### src/rtl/lrip_pkg.sv
// ---------------------------------------------------------------------------
// lrip_pkg
// Shared types and constants for the lidar ray incidence pruner.
// ---------------------------------------------------------------------------
package lrip_pkg;

  localparam int RANGE_BITS  = 16;  // significant bits of an incoming range
  localparam int FRAC_BITS   = 15;  // fraction bits of the Q1.15 registers
  localparam int RW          = 16;  // range field width
  localparam int QUEUE_DEPTH = 2;

  localparam logic [RW-1:0] RANGE_MASK = RW'((64'd1 << RANGE_BITS) - 64'd1);

  // Configuration register indexes
  localparam logic [1:0] REG_SIN_INC   = 2'd0;
  localparam logic [1:0] REG_COS_INC   = 2'd1;
  localparam logic [1:0] REG_THRESHOLD = 2'd2;
  localparam logic [1:0] REG_MAX_RANGE = 2'd3;

  // Reset values of the configuration registers
  localparam logic [15:0]          SIN_INC_RST   = 16'd143;
  localparam logic [FRAC_BITS-1:0] COS_INC_RST   = FRAC_BITS'(32767);
  localparam logic [FRAC_BITS-1:0] THRESHOLD_RST = FRAC_BITS'(18055);
  localparam logic [RW-1:0]        MAX_RANGE_RST = RW'(5600);

  typedef logic [RW-1:0] range_t;

  typedef struct packed {
    logic [15:0]          sin_inc;    // signed Q1.15 pattern
    logic [FRAC_BITS-1:0] cos_inc;
    logic [FRAC_BITS-1:0] thr;
    range_t               max_range;
  } cfg_t;

  // One unit of back-end work: a held ray judged against the next one,
  // optionally followed by the final ray of the scan.
  typedef struct packed {
    range_t a;         // held range
    range_t b;         // current range
    logic   has_held;  // a is valid
    logic   last;      // b closes the scan
  } job_t;

endpackage

### src/rtl/lrip_if.sv
// ---------------------------------------------------------------------------
// lrip_in_if / lrip_out_if
// Valid/ready channels carrying lidar ranges in and pruning results out.
// ---------------------------------------------------------------------------
interface lrip_in_if;
  logic        valid;
  logic        ready;
  logic [15:0] range_mm;
  logic        last_in_scan;

  modport source (output valid, output range_mm, output last_in_scan, input ready);
  modport sink   (input valid, input range_mm, input last_in_scan, output ready);
endinterface


### src/rtl/lrip_front.sv
// ---------------------------------------------------------------------------
// lrip_front
// Accepts ranges, keeps the held sample and turns ray pairs into jobs.
// ---------------------------------------------------------------------------
module lrip_front (
  input  logic              clk,
  input  logic              rst_n,
  lrip_in_if.sink           in_chan,
  input  logic              q_full,
  output logic              q_push,
  output lrip_pkg::job_t    q_job
);

  lrip_pkg::range_t held_r, held_nxt;
  logic             present_r, present_nxt;
  lrip_pkg::range_t cur;
  logic             take;

  assign in_chan.ready = !q_full;
  assign take          = in_chan.valid && !q_full;
  assign cur           = in_chan.range_mm & lrip_pkg::RANGE_MASK;

  // A job exists whenever a result is due: a held ray, or the end of a scan.
  assign q_push        = take && (present_r || in_chan.last_in_scan);
  assign q_job.a        = held_r;
  assign q_job.b        = cur;
  assign q_job.has_held = present_r;
  assign q_job.last     = in_chan.last_in_scan;

  always_comb begin
    held_nxt    = held_r;
    present_nxt = present_r;
    if (take) begin
      if (in_chan.last_in_scan) begin
        held_nxt    = '0;
        present_nxt = 1'b0;
      end else begin
        held_nxt    = cur;
        present_nxt = 1'b1;
      end
    end
  end

  always_ff @(posedge clk) begin
    if (!rst_n) begin
      held_r    <= '0;
      present_r <= 1'b0;
    end else begin
      held_r    <= held_nxt;
      present_r <= present_nxt;
    end
  end

endmodule

### src/flat_wrapper.sv
// flat-port wrapper written by rule: the top's interface ports become plain ports
module lrip_front_flat 
  (clk, rst_n, q_full, q_push, q_job, in_chan_valid, in_chan_range_mm, in_chan_last_in_scan, in_chan_ready);
  lrip_in_if in_chan_i ();
  input  logic clk;
  input  logic rst_n;
  input  logic q_full;
  output logic q_push;
  output lrip_pkg::job_t q_job;
  input wire logic [$bits(in_chan_i.valid)-1:0] in_chan_valid;
  input wire logic [$bits(in_chan_i.range_mm)-1:0] in_chan_range_mm;
  input wire logic [$bits(in_chan_i.last_in_scan)-1:0] in_chan_last_in_scan;
  output wire logic [$bits(in_chan_i.ready)-1:0] in_chan_ready;
  assign in_chan_i.valid = in_chan_valid;
  assign in_chan_i.range_mm = in_chan_range_mm;
  assign in_chan_i.last_in_scan = in_chan_last_in_scan;
  assign in_chan_ready = in_chan_i.ready;
  lrip_front u_core (.clk(clk), .rst_n(rst_n), .in_chan(in_chan_i), .q_full(q_full), .q_push(q_push), .q_job(q_job));
endmodule
### config.mk
export PLATFORM = sky130hd
export DESIGN_NAME = lrip_front_flat
export DESIGN_NICKNAME = d
export VERILOG_FILES = /design/src/rtl/lrip_pkg.sv /design/src/rtl/lrip_if.sv /design/src/rtl/lrip_front.sv /design/src/flat_wrapper.sv
export SDC_FILE = /design/constraint.sdc
export NUM_CORES = 1
export LEC_CHECK = 0
export ABC_CLOCK_PERIOD_IN_PS = 800
export BUFFER_PORTS_ARGS = -buffer_cell sky130_fd_sc_hd__buf_2
export CORE_MARGIN = 3
export CORE_UTILIZATION = 38
export CTS_CLUSTER_DIAMETER = 40
export DETAILED_ROUTE_END_ITERATION = 6
export PLACE_DENSITY_LB_ADDON = 0.05
export SYNTH_ARGS = -nofsm -noshare
export SYNTH_HDL_FRONTEND = slang
export SYNTH_SLANG_ARGS = --single-unit
### constraint.sdc
create_clock -name clk -period 0.8 [get_ports clk]
set_input_delay 0.08 -clock clk [delete_from_list [all_inputs] [get_ports clk]]
set_output_delay 0.08 -clock clk [all_outputs]
set_load 0.03 [all_outputs]
==> results.yml <==
status:
  outcome: "complete, but fails checks"
  violations: "negative setup slack"
timing:
  fin_crit_sh: 1.25
  slew_headroom: 0.794
  clock.fmax_mhz: 999
  rsz0062_at_grt: "yes"
  slew_violations: 0
  period_minus_slack_ns: 1.00
  fin_skew_ns: 0
  hold_viol_final: 0
  setup_ws_ns: -0.201
  tightestPinTransition_ns: 0.309
  finalSetupViolCount: 18
routing:
  drtIter0Drc: 7
  first_pass_iters: 2
  drcViolationCount: 0
  antenna_left: 0
  drt-total-wl_um: 2020
  vias_per_cell: 4.53
  wl_per_cell_um: 11.6
  vias: 788
critical_path:
  critPathBufInv: 1
  worst_ep_arrival_time_ns: 0.92
  cp-end-kind: "output pin"
  r2r-start: "u_core.held_r[2]$_SDFFE_PN0P_"
  rr_endpoint: "u_core.held_r[2]$_SDFFE_PN0P_"
  worstSetupPathType: "reg -> out"
  slowest_stage: "dfxtp_4"
  slowest_delay_ns: 0.38
  critPathLaunchType: "flop"
  r2r_setup_slack_ns: 0.04
  worstRegToRegCells: 4
  crit_family: "flip-flops"
  critPathMaxFanout: 3
  crit_chain: "nor2_4, nor2_4, buf_6"
  critPathRequiredTime_ns: 0.72
  crit_top_cell: "nor2_4"
synth:
  syn_avg_cell_area_um2: 9.72
  netlist_area_um2: 933
  netlist_instances: 96
  ys_types: 15
  ys_seq_area_frac: 0.365
  synth_simple_gate_area_frac: 0.253
  synth_mux_area_frac: 0
  ys_ff_latch: 17
  synth_compound_area_frac: 0.172
  syn_nets: 117
  synth_xor_area_frac: 0
  synth_top_family_by_area: "simple AND/OR/NAND/NOR gates"
  yosys_warnings: 0
  synth_fa_ha_area_frac: 0
final_layout:
  layout_commonest_cell: "buf_2"
  drive_above_1_share: 0.760
  fin_util: 0.590
  nets: 168
  synthToLayoutAreaGrowth_pct: 43.8
  fin_cells: 174
  diodes: 0
  layout_common_cells: "buf_2, buf_6, nand2_1, dfxtp_2, buf_4"
hold_path:
  hold_depth: 3
  hold_path_class: "in -> reg"
  hold_start: "in_chan_range_mm[9]"
  whs_endpoint: "u_core.held_r[9]$_SDFFE_PN0P_"
clock_tree:
  clock_sinks: 17
  cts_buffers: 3
  ctsHtreeMaxLevel: 1
  clock_path_buffers: 2
  cts_hold_buf: 0
  root_buffer: "clkbuf_4"
  cts_tree: "yes"
  clkLatencyLatePin_ns: 0.28
  cts.clk_slew.worst_paths_ns: 0.10
grt:
  grt_pass1_wl_um: 3310
  grt_max_degree: 20
  grt_util_all_layers: 0.134
  grt_overflow: 0
  grt_pass1_vias: 737
  antenna_found_initial: 0
floorplanning:
  ios: 57
  coreArea_um2: 2280
  initial_core_util: 0.410
  die_h_um: 55.6
  num_rows: 17
  fp.dieW_um: 55.6
  dieArea_um2: 3090
place:
  dp_hpwl_um: 1500
  io_buffers: 56
  dpl.cell_count: 161
  place_congestion: 0.695
power_and_ir_drop:
  p_total_mw: 1.86
  irDropWorstVdd_uv: 829
  p_leak_nw: 0.634
  pwr_density_cell_nw_per_um2: 1390
flow_run:
  maxCapViolCount: 0
[flip-flops by register name (all words and copies together) (netlist names)]
signal and count:
u_core.present_r 1, u_core.held_r 16
[how the worst max path moves through the flow]
stage	from	endpoint	slack [ns]	depth (start not counted)
2_1_floorplan	in_chan_valid	u_core.present_r$_SDFFE_PN0P_	0.02	4
3_3_place_gp	q_full	u_core.held_r[10]$_SDFFE_PN0P_	-0.04	5
3_5_place_dp	q_full	u_core.held_r[7]$_SDFFE_PN0P_	-0.07	5
4_1_cts	u_core.present_r$_SDFFE_PN0P_	q_push	-0.23	3
5_1_grt	u_core.present_r$_SDFFE_PN0P_	q_push	-0.28	3
6_report	u_core.present_r$_SDFFE_PN0P_	q_push	-0.20	3
[routing by layer]
metal | wire (um) | GRT usage
met4 | 17 | 0.0521
met2 | 1020 | 0.233
met1 | 849 | 0.157
met5 | 0 | 0
met3 | 135 | 0.0304
[cells by family (layout without fill, tap and decap cells)]
kind of cell / count (synthesis) / in the layout
AO/OA/AOI/OAI: 17 / 17
AND/OR/NAND/NOR: 37 / 37
buffers and inverters: 25 / 75
flip-flops: 17 / 17
[what timing repair did]
| item | in CTS | in global routing |
|---|---|---|
| setup buffers | 6 | 3 |
| gates resized for setup | 56 | 1 |
| setup endpoints to repair | 18 | 18 |
| pin swaps | 1 | 0 |
[synthesized netlist by cell type]
master	count	area share
buf_6	2	0.024
nand2_1	17	0.068
a21boi_1	8	0.064
dfxtp_1	17	0.36
inv_1	1	0.0040
nand2b_1	1	0.0067
clkbuf_1	2	0.0080
nor2b_2	1	0.0094
o211a_1	1	0.011
a21boi_2	8	0.097
buf_4	19	0.15
nand3b_2	8	0.097
nand3b_1	8	0.064
buf_12	1	0.021
nor2_1	2	0.0080
[where the power goes]
part	leakage (nW)	switching, mW	internal, mW
sequential	0.146	0.0201	0.876
clock	0.0177	0.274	0.186
combinational	0.470	0.293	0.215
[tightest hold or removal path: cells and delay by family]
family,cells,cell delay [ns]
buffers and inverters,1,0.10
AO/OA/AOI/OAI,1,0.05
AND/OR/NAND/NOR,1,0.07
[metrics by stage]
| step | hold WS [ns] | TNS [ns] | setup WS [ns] | cell area, um^2 |
|---|---|---|---|---|
| 3_3_place_gp | 0.356 | -0.493 | -0.0448 | 1100 |
| 2_1_floorplan | 0.230 | 0 | 0.0240 | 941 |
| 3_5_place_dp | 0.361 | -0.791 | -0.0664 | 1100 |
| 4_1_cts | 0.0272 | -1.42 | -0.234 | 1320 |
| 6_report | 0.0444 | -0.999 | -0.201 | 1340 |
| 5_1_grt | 0.0247 | -1.91 | -0.276 | 1340 |
[cell type report]
type | count | area, um^2
Inverter | 1 | 3.75
Tap cell | 28 | 35.0
Multi-Input combinational cell | 54 | 414
Sequential cell | 17 | 364
Clock buffer | 3 | 22.5
Timing Repair Buffer | 70 | 498
Fill cell | 207 | 933
Clock inverter | 1 | 5.00
Power figures use the tool's default switching activity.
