**src/rtl/lrip_pkg.sv**
```systemverilog
// ---------------------------------------------------------------------------
// lrip_pkg
// Shared types and constants for the lidar ray incidence pruner.
// ---------------------------------------------------------------------------
package lrip_pkg;

  localparam int RANGE_BITS  = 16;  // significant bits of an incoming range
  localparam int FRAC_BITS   = 15;  // fraction bits of the Q1.15 registers
  localparam int RW          = 16;  // range field width
  localparam int QUEUE_DEPTH = 2;

  localparam logic [RW-1:0] RANGE_MASK = RW'((64'd1 << RANGE_BITS) - 64'd1);

  // Configuration register indexes
  localparam logic [1:0] REG_SIN_INC   = 2'd0;
  localparam logic [1:0] REG_COS_INC   = 2'd1;
  localparam logic [1:0] REG_THRESHOLD = 2'd2;
  localparam logic [1:0] REG_MAX_RANGE = 2'd3;

  // Reset values of the configuration registers
  localparam logic [15:0]          SIN_INC_RST   = 16'd143;
  localparam logic [FRAC_BITS-1:0] COS_INC_RST   = FRAC_BITS'(32767);
  localparam logic [FRAC_BITS-1:0] THRESHOLD_RST = FRAC_BITS'(18055);
  localparam logic [RW-1:0]        MAX_RANGE_RST = RW'(5600);

  typedef logic [RW-1:0] range_t;

  typedef struct packed {
    logic [15:0]          sin_inc;    // signed Q1.15 pattern
    logic [FRAC_BITS-1:0] cos_inc;
    logic [FRAC_BITS-1:0] thr;
    range_t               max_range;
  } cfg_t;

  // One unit of back-end work: a held ray judged against the next one,
  // optionally followed by the final ray of the scan.
  typedef struct packed {
    range_t a;         // held range
    range_t b;         // current range
    logic   has_held;  // a is valid
    logic   last;      // b closes the scan
  } job_t;

endpackage

```
**src/rtl/lrip_queue.sv**
```systemverilog
// ---------------------------------------------------------------------------
// lrip_queue
// Small job FIFO between the front end and the incidence unit.
// ---------------------------------------------------------------------------
module lrip_queue #(
  parameter int DEPTH = lrip_pkg::QUEUE_DEPTH
) (
  input  logic           clk,
  input  logic           rst_n,
  input  logic           push,
  input  lrip_pkg::job_t din,
  input  logic           pop,
  output lrip_pkg::job_t dout,
  output logic           full,
  output logic           empty
);

  localparam int PW = (DEPTH > 1) ? $clog2(DEPTH) : 1;
  localparam int CW = $clog2(DEPTH + 1);

  lrip_pkg::job_t mem [DEPTH];
  logic [PW-1:0]  wptr_r, wptr_nxt, rptr_r, rptr_nxt;
  logic [CW-1:0]  cnt_r, cnt_nxt;
  logic           do_push, do_pop;

  assign full    = (cnt_r == CW'(DEPTH));
  assign empty   = (cnt_r == '0);
  assign do_push = push && !full;
  assign do_pop  = pop && !empty;
  assign dout    = mem[rptr_r];

  always_comb begin
    wptr_nxt = wptr_r;
    rptr_nxt = rptr_r;
    cnt_nxt  = cnt_r;
    if (do_push) begin
      wptr_nxt = (wptr_r == PW'(DEPTH - 1)) ? '0 : wptr_r + PW'(1);
    end
    if (do_pop) begin
      rptr_nxt = (rptr_r == PW'(DEPTH - 1)) ? '0 : rptr_r + PW'(1);
    end
    case ({do_push, do_pop})
      2'b10:   cnt_nxt = cnt_r + CW'(1);
      2'b01:   cnt_nxt = cnt_r - CW'(1);
      default: cnt_nxt = cnt_r;
    endcase
  end

  always_ff @(posedge clk) begin
    if (do_push) begin
      mem[wptr_r] <= din;
    end
  end

  always_ff @(posedge clk) begin
    if (!rst_n) begin
      wptr_r <= '0;
      rptr_r <= '0;
      cnt_r  <= '0;
    end else begin
      wptr_r <= wptr_nxt;
      rptr_r <= rptr_nxt;
      cnt_r  <= cnt_nxt;
    end
  end

endmodule

```
**config.mk**
```make
export PLATFORM = sky130hd
export DESIGN_NAME = lrip_queue
export DESIGN_NICKNAME = d
export VERILOG_FILES = /design/src/rtl/lrip_pkg.sv /design/src/rtl/lrip_queue.sv
export SDC_FILE = /design/constraint.sdc
export NUM_CORES = 1
export LEC_CHECK = 0
export BUFFER_PORTS_ARGS = -buffer_cell sky130_fd_sc_hd__buf_2
export CAP_MARGIN = 20
export CORE_MARGIN = 2
export CORE_UTILIZATION = 40
export CTS_BUF_LIST = sky130_fd_sc_hd__clkbuf_4
export DETAILED_ROUTE_END_ITERATION = 7
export PLACE_DENSITY = 0.65
export SYNTH_ARGS = -nofsm -noshare
export SYNTH_HDL_FRONTEND = slang
export SYNTH_SLANG_ARGS = --single-unit
```
**constraint.sdc**
```tcl
create_clock -name clk -period 3.35 [get_ports clk]
set_input_delay 0.5025 -clock clk [delete_from_list [all_inputs] [get_ports clk]]
set_output_delay 0.5025 -clock clk [all_outputs]
set_load 0.02 [all_outputs]
```
==> results of run 1 <==
-- per-stage QoR --
stage                     area [sq um]  std cells  utilization [%]  worst slack [ns]
final                             3270        297             51.0              1.17
after global routing              3270        297             51.0              1.04
after CTS                         3270        297             51.0              1.12
after detailed placement          3150        281             49.0              1.48
after global placement            3150        281             49.0              1.50
after floorplan                   2680        132                -              1.34
-- worst max-delay path: stages, from the launching register on --
cell,delay [ns]
dfxtp_1,0.32
buf_4,0.39
mux2_2,0.40
buf_2,0.16
-- flip-flops by register name, summed over array words and instances (netlist names), named ones only --
signal	flops
mem	68
cnt_r	2
rptr_r	1
wptr_r	1
-- kinds of logic after synthesis --
family,Yosys count
AO/OA/AOI/OAI,5
XOR/XNOR,3
adder cells (fa/ha/maj),1
buffers and inverters,7
flip-flops,73
multiplexers,34
AND/OR/NAND/NOR,9
-- layout make-up --
cell class / instances / share of cell area, %
clock buffer: 11 / 2.52
inverter: 3 / 0.344
tap: 77 / 2.94
timing repair buffer: 76 / 11.8
sequential: 73 / 65.4
multi-input combinational: 52 / 15.5
clock inverter: 5 / 1.41
-- per-layer routing --
layer / GRT usage (%) / part of all wire (%)
met5: 0 / 0
met4: 8.23 / 1.5
met3: 3.85 / 4.7
met2: 21.4 / 52
met1: 15.7 / 42
-- worst paths after layout --
kind	to	cells after the start
worst max register to register	mem[0][9]$_DFFE_PP_	5
worst max-delay path	dout[24]	3
worst min register to register	wptr_r$_SDFFE_PN0P_	2
worst min-delay path	mem[1][19]$_DFFE_PP_	1
-- cells in the final DEF, fill, tap and decap left out --
cell and n:
nor2_1 1, buf_4 3, ha_1 1, and3_1 1, mux2_2 34, buf_2 73, clkinv_2 1, inv_2 1
clkinv_1 3, o21a_1 1, nand2b_2 1, nand2_1 1, a21boi_1 2, edfxtp_1 68, or3_1 2, o21ai_0 2
clkbuf_4 11, inv_1 2, and2_1 1, bufinv_16 1, dfxtp_1 5, nor2b_1 2, xnor2_1 3
-- power by group --
group / internal [mW] / switching [mW]
logic: 0.328 / 0.472
registers: 1.15 / 0.0414
clock network: 0.237 / 0.275
total: 1.72 / 0.788
==> results by group, run 1 <==
Status
  • Status: finished with violations
  • Failing checks: design-rule violations

Synth
  • Register area share after synthesis: between 70% and 80%
  • Syn Area/Cell: 20.3 sq um
  • Seq cells post-synth: 73
  • Cell Area, Synth: ~0.0027 sq mm
  • Top cells by area, synth: edfxtp_1 (76%), mux2_2 (14%), dfxtp_1 (3.7%)
  • Compound-Gate Fraction of Synth Area: 1.21%
  • YS warnings: 0
  • Count leader, synth: edfxtp_1
  • Synth Area in XOR/XNOR: 0.980%
  • Post-synth net total: 171
  • Mux contribution to synthesized area: between 10 and 15%
  • Post-synth ARST share: 0%
  • Main combinational cell family by area after synthesis: multiplexers
  • Post-synth EDFFs: 68
  • Post-Synth Adder-Cell Area: 0.467%
  • Top cell type's share of synthesized area: between 70% and 80%
  • Simple-gate share of the synthesized area: 2.01%
  • Post-synthesis cell count: 132
  • Ys flop type: edfxtp_1
  • Distinct cells, synth: 18
  • Synth cell count leaders: edfxtp_1 (68), mux2_2 (34), dfxtp_1 (5)
  • Post-synth top area cell: edfxtp_1

Worst setup path
  • R2R Setup Slk: 1.56 ns
  • CP required: ~2.9 ns
  • Kind of critical path: reg2out
  • Type of destination of the critical path: output pin
  • Crit path max fanout: 34
  • Arr. time, crit path: 1.68 ns
  • Reg-to-Reg Start: cnt_r[0]$_SDFFE_PN0P_
  • Startpoint types: register

Drt
  • Routed len/inst: 15.5 um
  • Drt pass-1 iters: 6
  • Post-DRT Antenna Nets: 0
  • Vias: 1,435
  • Residual DRC: 5
  • Via density: between 4 and 5
  • Routed WL: 4.61 mm
  • Initial drt markers: 82

Clock network
  • Setup Fix Bufs, Post-CTS: 0
  • Cts hold-fix bufs: 0
  • CTS max path bufs: 2
  • H-tree depth: 3
  • Post-CTS Resized: 0
  • Root buf cell: clkbuf_4
  • CTS Buf Count: 9
  • Worst-path clk slew: 0.11 ns
  • # clock sinks: 73
  • TritonCTS clock tree: yes
  • Worst skew pair latency: 0.39 ns

Floorplanning
  • Std-Cell Rows: 29
  • Top Ports: between 70 and 80
  • Die Span X: 85.9 um
  • Initial Util: 41.7%
  • Die Height: 85.9 um
  • Die ar.: 0.00737 sq mm
  • Core ar.: approximately 0.0064 sq mm

STA
  • Max-slew violation count: 0
  • Min Tclk post-route: 2.18 ns
  • Ratio of final minimum period to clock period: 65.1%
  • Fin. Hold Viols: 0
  • Worst-margin pin slew: slightly below 0.5 ns
  • Clock skew: between 0.01 and 0.015 ns
  • Worst hold slack: ~0.29 ns
  • Max Fclk: 459 MHz
  • Rel. slew slack: 67.8%
  • Setup TNS: 0 ns
  • Final setup vio count: 0
  • Unrepaired setup endpoints after global routing: no

Placement
  • Dpl hpwl: 3.01 mm
  • Port bufs: 73
  • Gpl congestion: 0.665

Global routing
  • GRT Residual Overflow: 0
  • Total Routing Usage GR: 13.3%
  • First-pass GRT wire length: ~7.2 mm
  • Vias in the first global route: approximately 1,500
  • Largest net degree at the start of global routing: 35
  • Initial antenna violation count: 0

Hold path
  • Worst hold path class: in2reg
  • Worst hold start: din[19]

Power
  • Total power: ~2.5 mW
  • Power density cells: between 700 and 800 mW/mm^2
  • Static Leakage: 1.24 nW
  • Worst VDD drop: 0.414 mV

Finish
  • Area of the multi-input gates: 508 sq um
  • Share of cells above drive strength 1: 56.8%
  • Final net count: 254
  • P&R area growth vs syn: 22.1%
  • Storage cell area: 0.00214 sq mm
  • Filler cells: between 500 and 600
  • Antenna diodes: 0

Flow run
  • MaxCap Viol Count: 0
Power figures use the tool's default switching activity.
==> run 2: changes to the inputs <==
Settings changed: PLACE_DENSITY 0.65 to 0.67.
Clock period 3.35 ns to 1.75 ns, I/O delays scaled along.
==> run 2 against run 1 <==
Net effect:
- first-iteration DRC count down 8.5%
- the run still ends with design-rule violations left
- via count down 1.1%
- sequential power up 93%
- highest routed layer unchanged
- combinational power up 110%
- register-to-register slack worse by 1.4 ns
- global-route usage down 0.69 points
- hold slack worse by 0.23 ns
- total power up 91%
- critical path type unchanged
- sequential cell count unchanged
- clock power up 55%
- cell count up 0.67%
==> results by group, run 2 (same netlist as run 1, synthesis figures left out) <==
Finish
  • Largest regs: mem (68), cnt_r (2)
  • Final net count: 257
  • Commonest non-fill, non-tap cell in the layout: buf_2
  • Non-filler instance count after layout: 299
  • Share of cells above drive strength 1: 58.6%
  • Top reg by flops: mem
  • Commonest cells after routing, fill and taps aside: buf_2 (69), edfxtp_1 (68), mux2_2 (34)
  • Max reg flops: 68
  • P&R area growth vs syn: 25.0%
  • Filler cells: 546
  • Design Area, Final: 0.00335 sq mm
  • Antenna diodes: 0

Status
  • Failing checks: design-rule violations
  • Status: finished with violations

Drt
  • Routed WL: 4.45 mm
  • Residual DRC: 5
  • Vias: 1,419
  • Routed len/inst: between 10 and 15 um
  • Via density: 4.75
  • Drt pass-1 iters: 5
  • Initial drt markers: 75
  • Post-DRT Antenna Nets: 0

Placement
  • Dpl hpwl: 2.96 mm
  • Port bufs: 73
  • # placed instances: roughly 280
  • DP Area: ~0.0032 sq mm
  • Gpl congestion: between 0.6 and 0.7
  • Dpl ws: roughly 0.19 ns

Power
  • Power density cells: 1420 mW/mm^2
  • Sw Pwr: 1.51 mW
  • Sw Ratio: 31.7%
  • Clock network fraction of design power: 16.6%
  • P_int: about 3.3 mW
  • Static Leakage: 1.25 nW
  • Seq pwr share: 48.3%
  • Comb pwr share: 35.1%
  • Total power: about 4.8 mW
  • Worst VDD drop: 0.712 mV

STA
  • Min Tclk post-route: 1.73 ns
  • Worst-margin pin slew: 0.201 ns
  • Ratio of final minimum period to clock period: 98.7%
  • Fin. Hold Viols: 0
  • Post-layout worst setup margin: 0.0224 ns
  • Max-slew violation count: 0
  • Max Fclk: 579 MHz
  • Final setup vio count: 0
  • Unrepaired setup endpoints after global routing: yes
  • Rel. slew slack: 86.6%
  • Clock skew: approximately 0.011 ns

Worst setup path
  • Crit path max fanout: 17
  • Startpoint types: register
  • Kind of critical path: reg2out
  • Arr. time, crit path: around 1.5 ns
  • Type of destination of the critical path: output pin
  • CP required: 1.49 ns

Clock network
  • Worst skew pair latency: around 0.39 ns
  • CTS Buf Count: 9
  • Worst-path clk slew: between 0.1 and 0.15 ns
  • Setup Fix Bufs, Post-CTS: 0
  • H-tree depth: 3
  • Cts hold-fix bufs: 0
  • Root buf cell: clkbuf_4
  • # clock sinks: 73
  • CTS max path bufs: 2
  • TritonCTS clock tree: yes

Global routing
  • Total Routing Usage GR: 12.6%
  • Vias in the first global route: roughly 1,500
  • Initial antenna violation count: 0
  • First-pass GRT wire length: 6.80 mm
  • Largest net degree at the start of global routing: 35
  • GRT Residual Overflow: 0

Floorplanning
  • Die Span X: ~86 um
  • Top Ports: 74
  • Std-Cell Rows: 29
  • Die Height: 85.9 um
  • Die ar.: 0.00737 sq mm
  • Initial Util: 41.7%
  • Core ar.: ~0.0064 sq mm

Hold path
  • Worst hold path class: in2reg

Flow run
  • MaxCap Viol Count: 0
==> run 2: changes by cell type in the layout (fill, tap and decap cells not counted), moves of 2 or more <==
| cell | previous run | this run |
|---|---|---|
| buf_12 | 0 | 3 |
| clkinvlp_4 | 0 | 2 |
| buf_6 | 0 | 2 |
| buf_2 | 73 | 69 |
==> run 2: metal layers <==
layer / wire length (um) / track usage [%]
met1: 1850 / 14.2
met2: 2200 / 20.6
met3: 297 / 3.95
met4: 108 / 8.23
met5: 0 / 0
==> run 2: power groups by stage <==
stage                     Combinational (mW)  Sequential (mW)  Clock, mW
after detailed placement                1.62             2.33          0
after global placement                  1.61             2.32          0
final                                   1.68             2.30      0.793
after floorplan                         1.10             2.30          0
after global routing                    1.79             2.33      0.903
after CTS                               1.71             2.31      0.828
==> run 2: stage by stage <==
stage / hold WS (ns) / utilization, % / TNS (ns)
finish: 0.0573 / 52.2 / 0
global route: 0.0224 / 52.2 / -1.28
CTS: 0.0257 / 52.1 / -0.433
detailed placement: 0.455 / 49.9 / 0
global placement: 0.451 / 49.9 / 0
floorplan: 0.361 / - / 0
==> run 2: final timing paths <==
path / from / endpoint / slack (ns) / cells after the start
min: din[16] / mem[0][16]$_DFFE_PP_ / 0.06 / 1
max: register / dout[18] / 0.02 / 3
min reg2reg: wptr_r$_SDFFE_PN0P_ / wptr_r$_SDFFE_PN0P_ / 0.50 / 2
max reg2reg: cnt_r[0]$_SDFFE_PN0P_ / mem[0][26]$_DFFE_PP_ / 0.18 / 5
==> run 2: what timing repair did <==
item,in CTS,in global routing
resized for setup,7,2
pin swaps,0,0
endpoints found under the setup margin,34,34
cloned,1,0
==> run 2: area by class of cell <==
| type | instances | area (sq um) | share of cell area [%] |
|---|---|---|---|
| clock inverters | 5 | 23.8 | 0.709 |
| multi-input cells | 52 | 509 | 15.2 |
| well taps | 77 | 96.3 | 2.88 |
| repair buffers | 79 | 485 | 14.5 |
| flip-flops and latches | 73 | 2150 | 64.0 |
| clock buffers | 10 | 75.1 | 2.24 |
| inverters | 3 | 15.0 | 0.448 |
==> run 2: worst max-delay path, cell delays in order, from the launching register on <==
cell	delay [ns]
dfxtp_4	0.40
buf_12	0.16
mux2_2	0.35
buf_4	0.16
==> run 3: changes to the inputs <==
Settings changed: CORE_UTILIZATION 40 to 48, PLACE_DENSITY 0.67 to 0.78.
==> run 3 against run 2 <==
Net effect:
- the flow now finishes without violations
- final area rose by 1.3%
- first-iteration DRC count increased by 25%
- register-to-register slack lost 0.08 ns
- clock power is 39% higher
- via count shrank 0.49%
- sequential share of layout area shrank 0.80 points
- combinational power is essentially flat
- global-route usage up 2.4 points
- cell count is 2.0% lower
- clock-buffer cell count down 1
- non-clock buffer count decreased by 2
- sequential cell count is the same
- critical path type unchanged
- critical endpoint is now dout[11]
- largest power group unchanged
==> results by group, run 3 (same netlist as run 1, synthesis figures left out) <==
Status
  • Status: finished, final reports clean

Clock network
  • H-tree depth: 3
  • # clock sinks: 73
  • Worst-path clk slew: 0.11 ns
  • Root buf cell: clkbuf_4
  • TritonCTS clock tree: yes
  • CTS Buf Count: 9
  • Worst skew pair latency: 0.40 ns
  • CTS max path bufs: 2

Worst setup path
  • R2R Setup Slk: 0.10 ns
  • CP required: approximately 1.5 ns
  • Reg-to-Reg Start: cnt_r[0]$_SDFFE_PN0P_
  • Worst reg2reg endpoint: mem[0][17]$_DFFE_PP_
  • Kind of critical path: reg2out
  • R2R cell count: 5
  • Arr. time, crit path: 1.47 ns
  • Startpoint types: register
  • Type of destination of the critical path: output pin
  • Crit path max fanout: 17

Power
  • Power density cells: 1500 mW/mm^2
  • P_int: 3.54 mW
  • Clock network fraction of design power: 21.6%
  • Sw Ratio: between 30% and 40%
  • Seq pwr share: 45.3%
  • Comb pwr share: roughly a third
  • Sw Pwr: ~1.5 mW
  • Static Leakage: 1.28 nW
  • Worst VDD drop: 0.801 mV

Finish
  • Commonest non-fill, non-tap cell in the layout: edfxtp_1
  • Layout Utilization: 62.4%
  • P&R area growth vs syn: 26.6%
  • Antenna diodes: 0
  • Commonest cells after routing, fill and taps aside: edfxtp_1 (68), buf_2 (65), mux2_2 (32)
  • Final net count: 255
  • Max reg flops: 68
  • Filler cells: roughly 400
  • Area of the multi-input gates: 517 sq um
  • Share of cells above drive strength 1: 58.8%
  • Storage cell area: between 0.002 and 0.0025 sq mm
  • Top reg by flops: mem
  • Non-filler instance count after layout: 293
  • Largest regs: mem (68), cnt_r (2)

STA
  • Worst-margin pin slew: 0.197 ns
  • Unrepaired setup endpoints after global routing: yes
  • Max Fclk: 578 MHz
  • Min Tclk post-route: roughly 1.7 ns
  • Ratio of final minimum period to clock period: 98.9%
  • Setup TNS: 0 ns
  • Clock skew: 0.0135 ns
  • Fin. Hold Viols: 0
  • Rel. slew slack: 86.8%
  • Max-slew violation count: 0
  • Final setup vio count: 0
  • Worst hold slack: 0.0446 ns

Floorplanning
  • Initial Util: about 49%
  • Std-Cell Rows: 27
  • Die Height: 78.7 um
  • Die Span X: 78.7 um
  • Top Ports: 74
  • Die ar.: 0.00620 sq mm
  • Core ar.: 0.00544 sq mm

Drt
  • Via density: 4.82
  • Vias: 1,412
  • Drt pass-1 iters: 4
  • Routed len/inst: ~15 um
  • Initial drt markers: 94
  • Post-DRT Antenna Nets: 0
  • Residual DRC: 0
  • Routed WL: ~4.3 mm

Placement
  • Port bufs: 73
  • Dpl hpwl: 2.79 mm
  • # placed instances: around 280
  • Gpl congestion: 0.719

Global routing
  • GRT Residual Overflow: 0
  • Total Routing Usage GR: 15.0%
  • Initial antenna violation count: 0
  • Vias in the first global route: 1,461
  • Largest net degree at the start of global routing: 35
  • First-pass GRT wire length: 6.74 mm

Hold path
  • Hold Crit Depth: 1
  • Worst hold start: din[12]
  • Worst hold path class: in2reg
  • Worst Hold End: mem[1][12]$_DFFE_PP_

Flow run
  • MaxCap Viol Count: 0
==> run 3: worst max path at each step <==
| stage | slack [ns] | from | cells past startpoint | end |
|---|---|---|---|---|
| finish | 0.02 | register | 3 | dout[11] |
| global route | -0.06 | register | 3 | dout[3] |
| CTS | -0.03 | register | 3 | dout[8] |
| detailed placement | 0.11 | cnt_r[0]$_SDFFE_PN0P_ | 5 | mem[0][31]$_DFFE_PP_ |
| global placement | 0.16 | cnt_r[0]$_SDFFE_PN0P_ | 5 | mem[0][9]$_DFFE_PP_ |
| floorplan | 0.02 | cnt_r[0]$_SDFFE_PN0P_ | 4 | mem[0][0]$_DFFE_PP_ |
==> run 3: layout make-up <==
type | instances | area share (%)
sequential | 73 | 63.2
multi-input combinational | 52 | 15.2
timing repair buffer | 77 | 13.9
inverter | 3 | 0.442
clock inverter | 7 | 2.51
tap | 72 | 2.65
clock buffer | 9 | 1.99
==> run 3: timing repair <==
action	in CTS	in global routing
setup buffers	0	0
gates cloned	1	0
hold buffers	0	0
setup endpoints to repair	34	34
resized for setup	3	10
==> run 3: power groups by stage <==
| stage | clock, mW | combinational [mW] | sequential (mW) |
|---|---|---|---|
| 2_1_floorplan | 0 | 1.10 | 2.30 |
| 3_3_place_gp | 0 | 1.59 | 2.31 |
| 3_5_place_dp | 0 | 1.60 | 2.33 |
| 4_1_cts | 1.13 | 1.66 | 2.31 |
| 5_1_grt | 1.20 | 1.80 | 2.33 |
| 6_report | 1.10 | 1.68 | 2.30 |
==> run 3: stage by stage <==
step	worst slack, ns	area (sq um)	power (mW)
finish	0.0195	3390	5.09
global route	-0.0603	3390	5.33
CTS	-0.0339	3370	5.10
detailed placement	0.113	3180	3.93
global placement	0.162	3180	3.90
floorplan	0.0188	2690	3.41
==> run 3: critical path: stages (launching register included) <==
cell and delay (ns):
dfxtp_4 0.40, buf_12 0.17, mux2_2 0.35, buf_2 0.16
==> run 3: routing by layer <==
metal  GRT usage, %  wire length [um]  up-vias
met5              0                 0        -
met4           11.6               156        0
met3           3.18               211       14
met2           24.7              2230       40
met1           17.2              1750      679
li1               -                 -      679
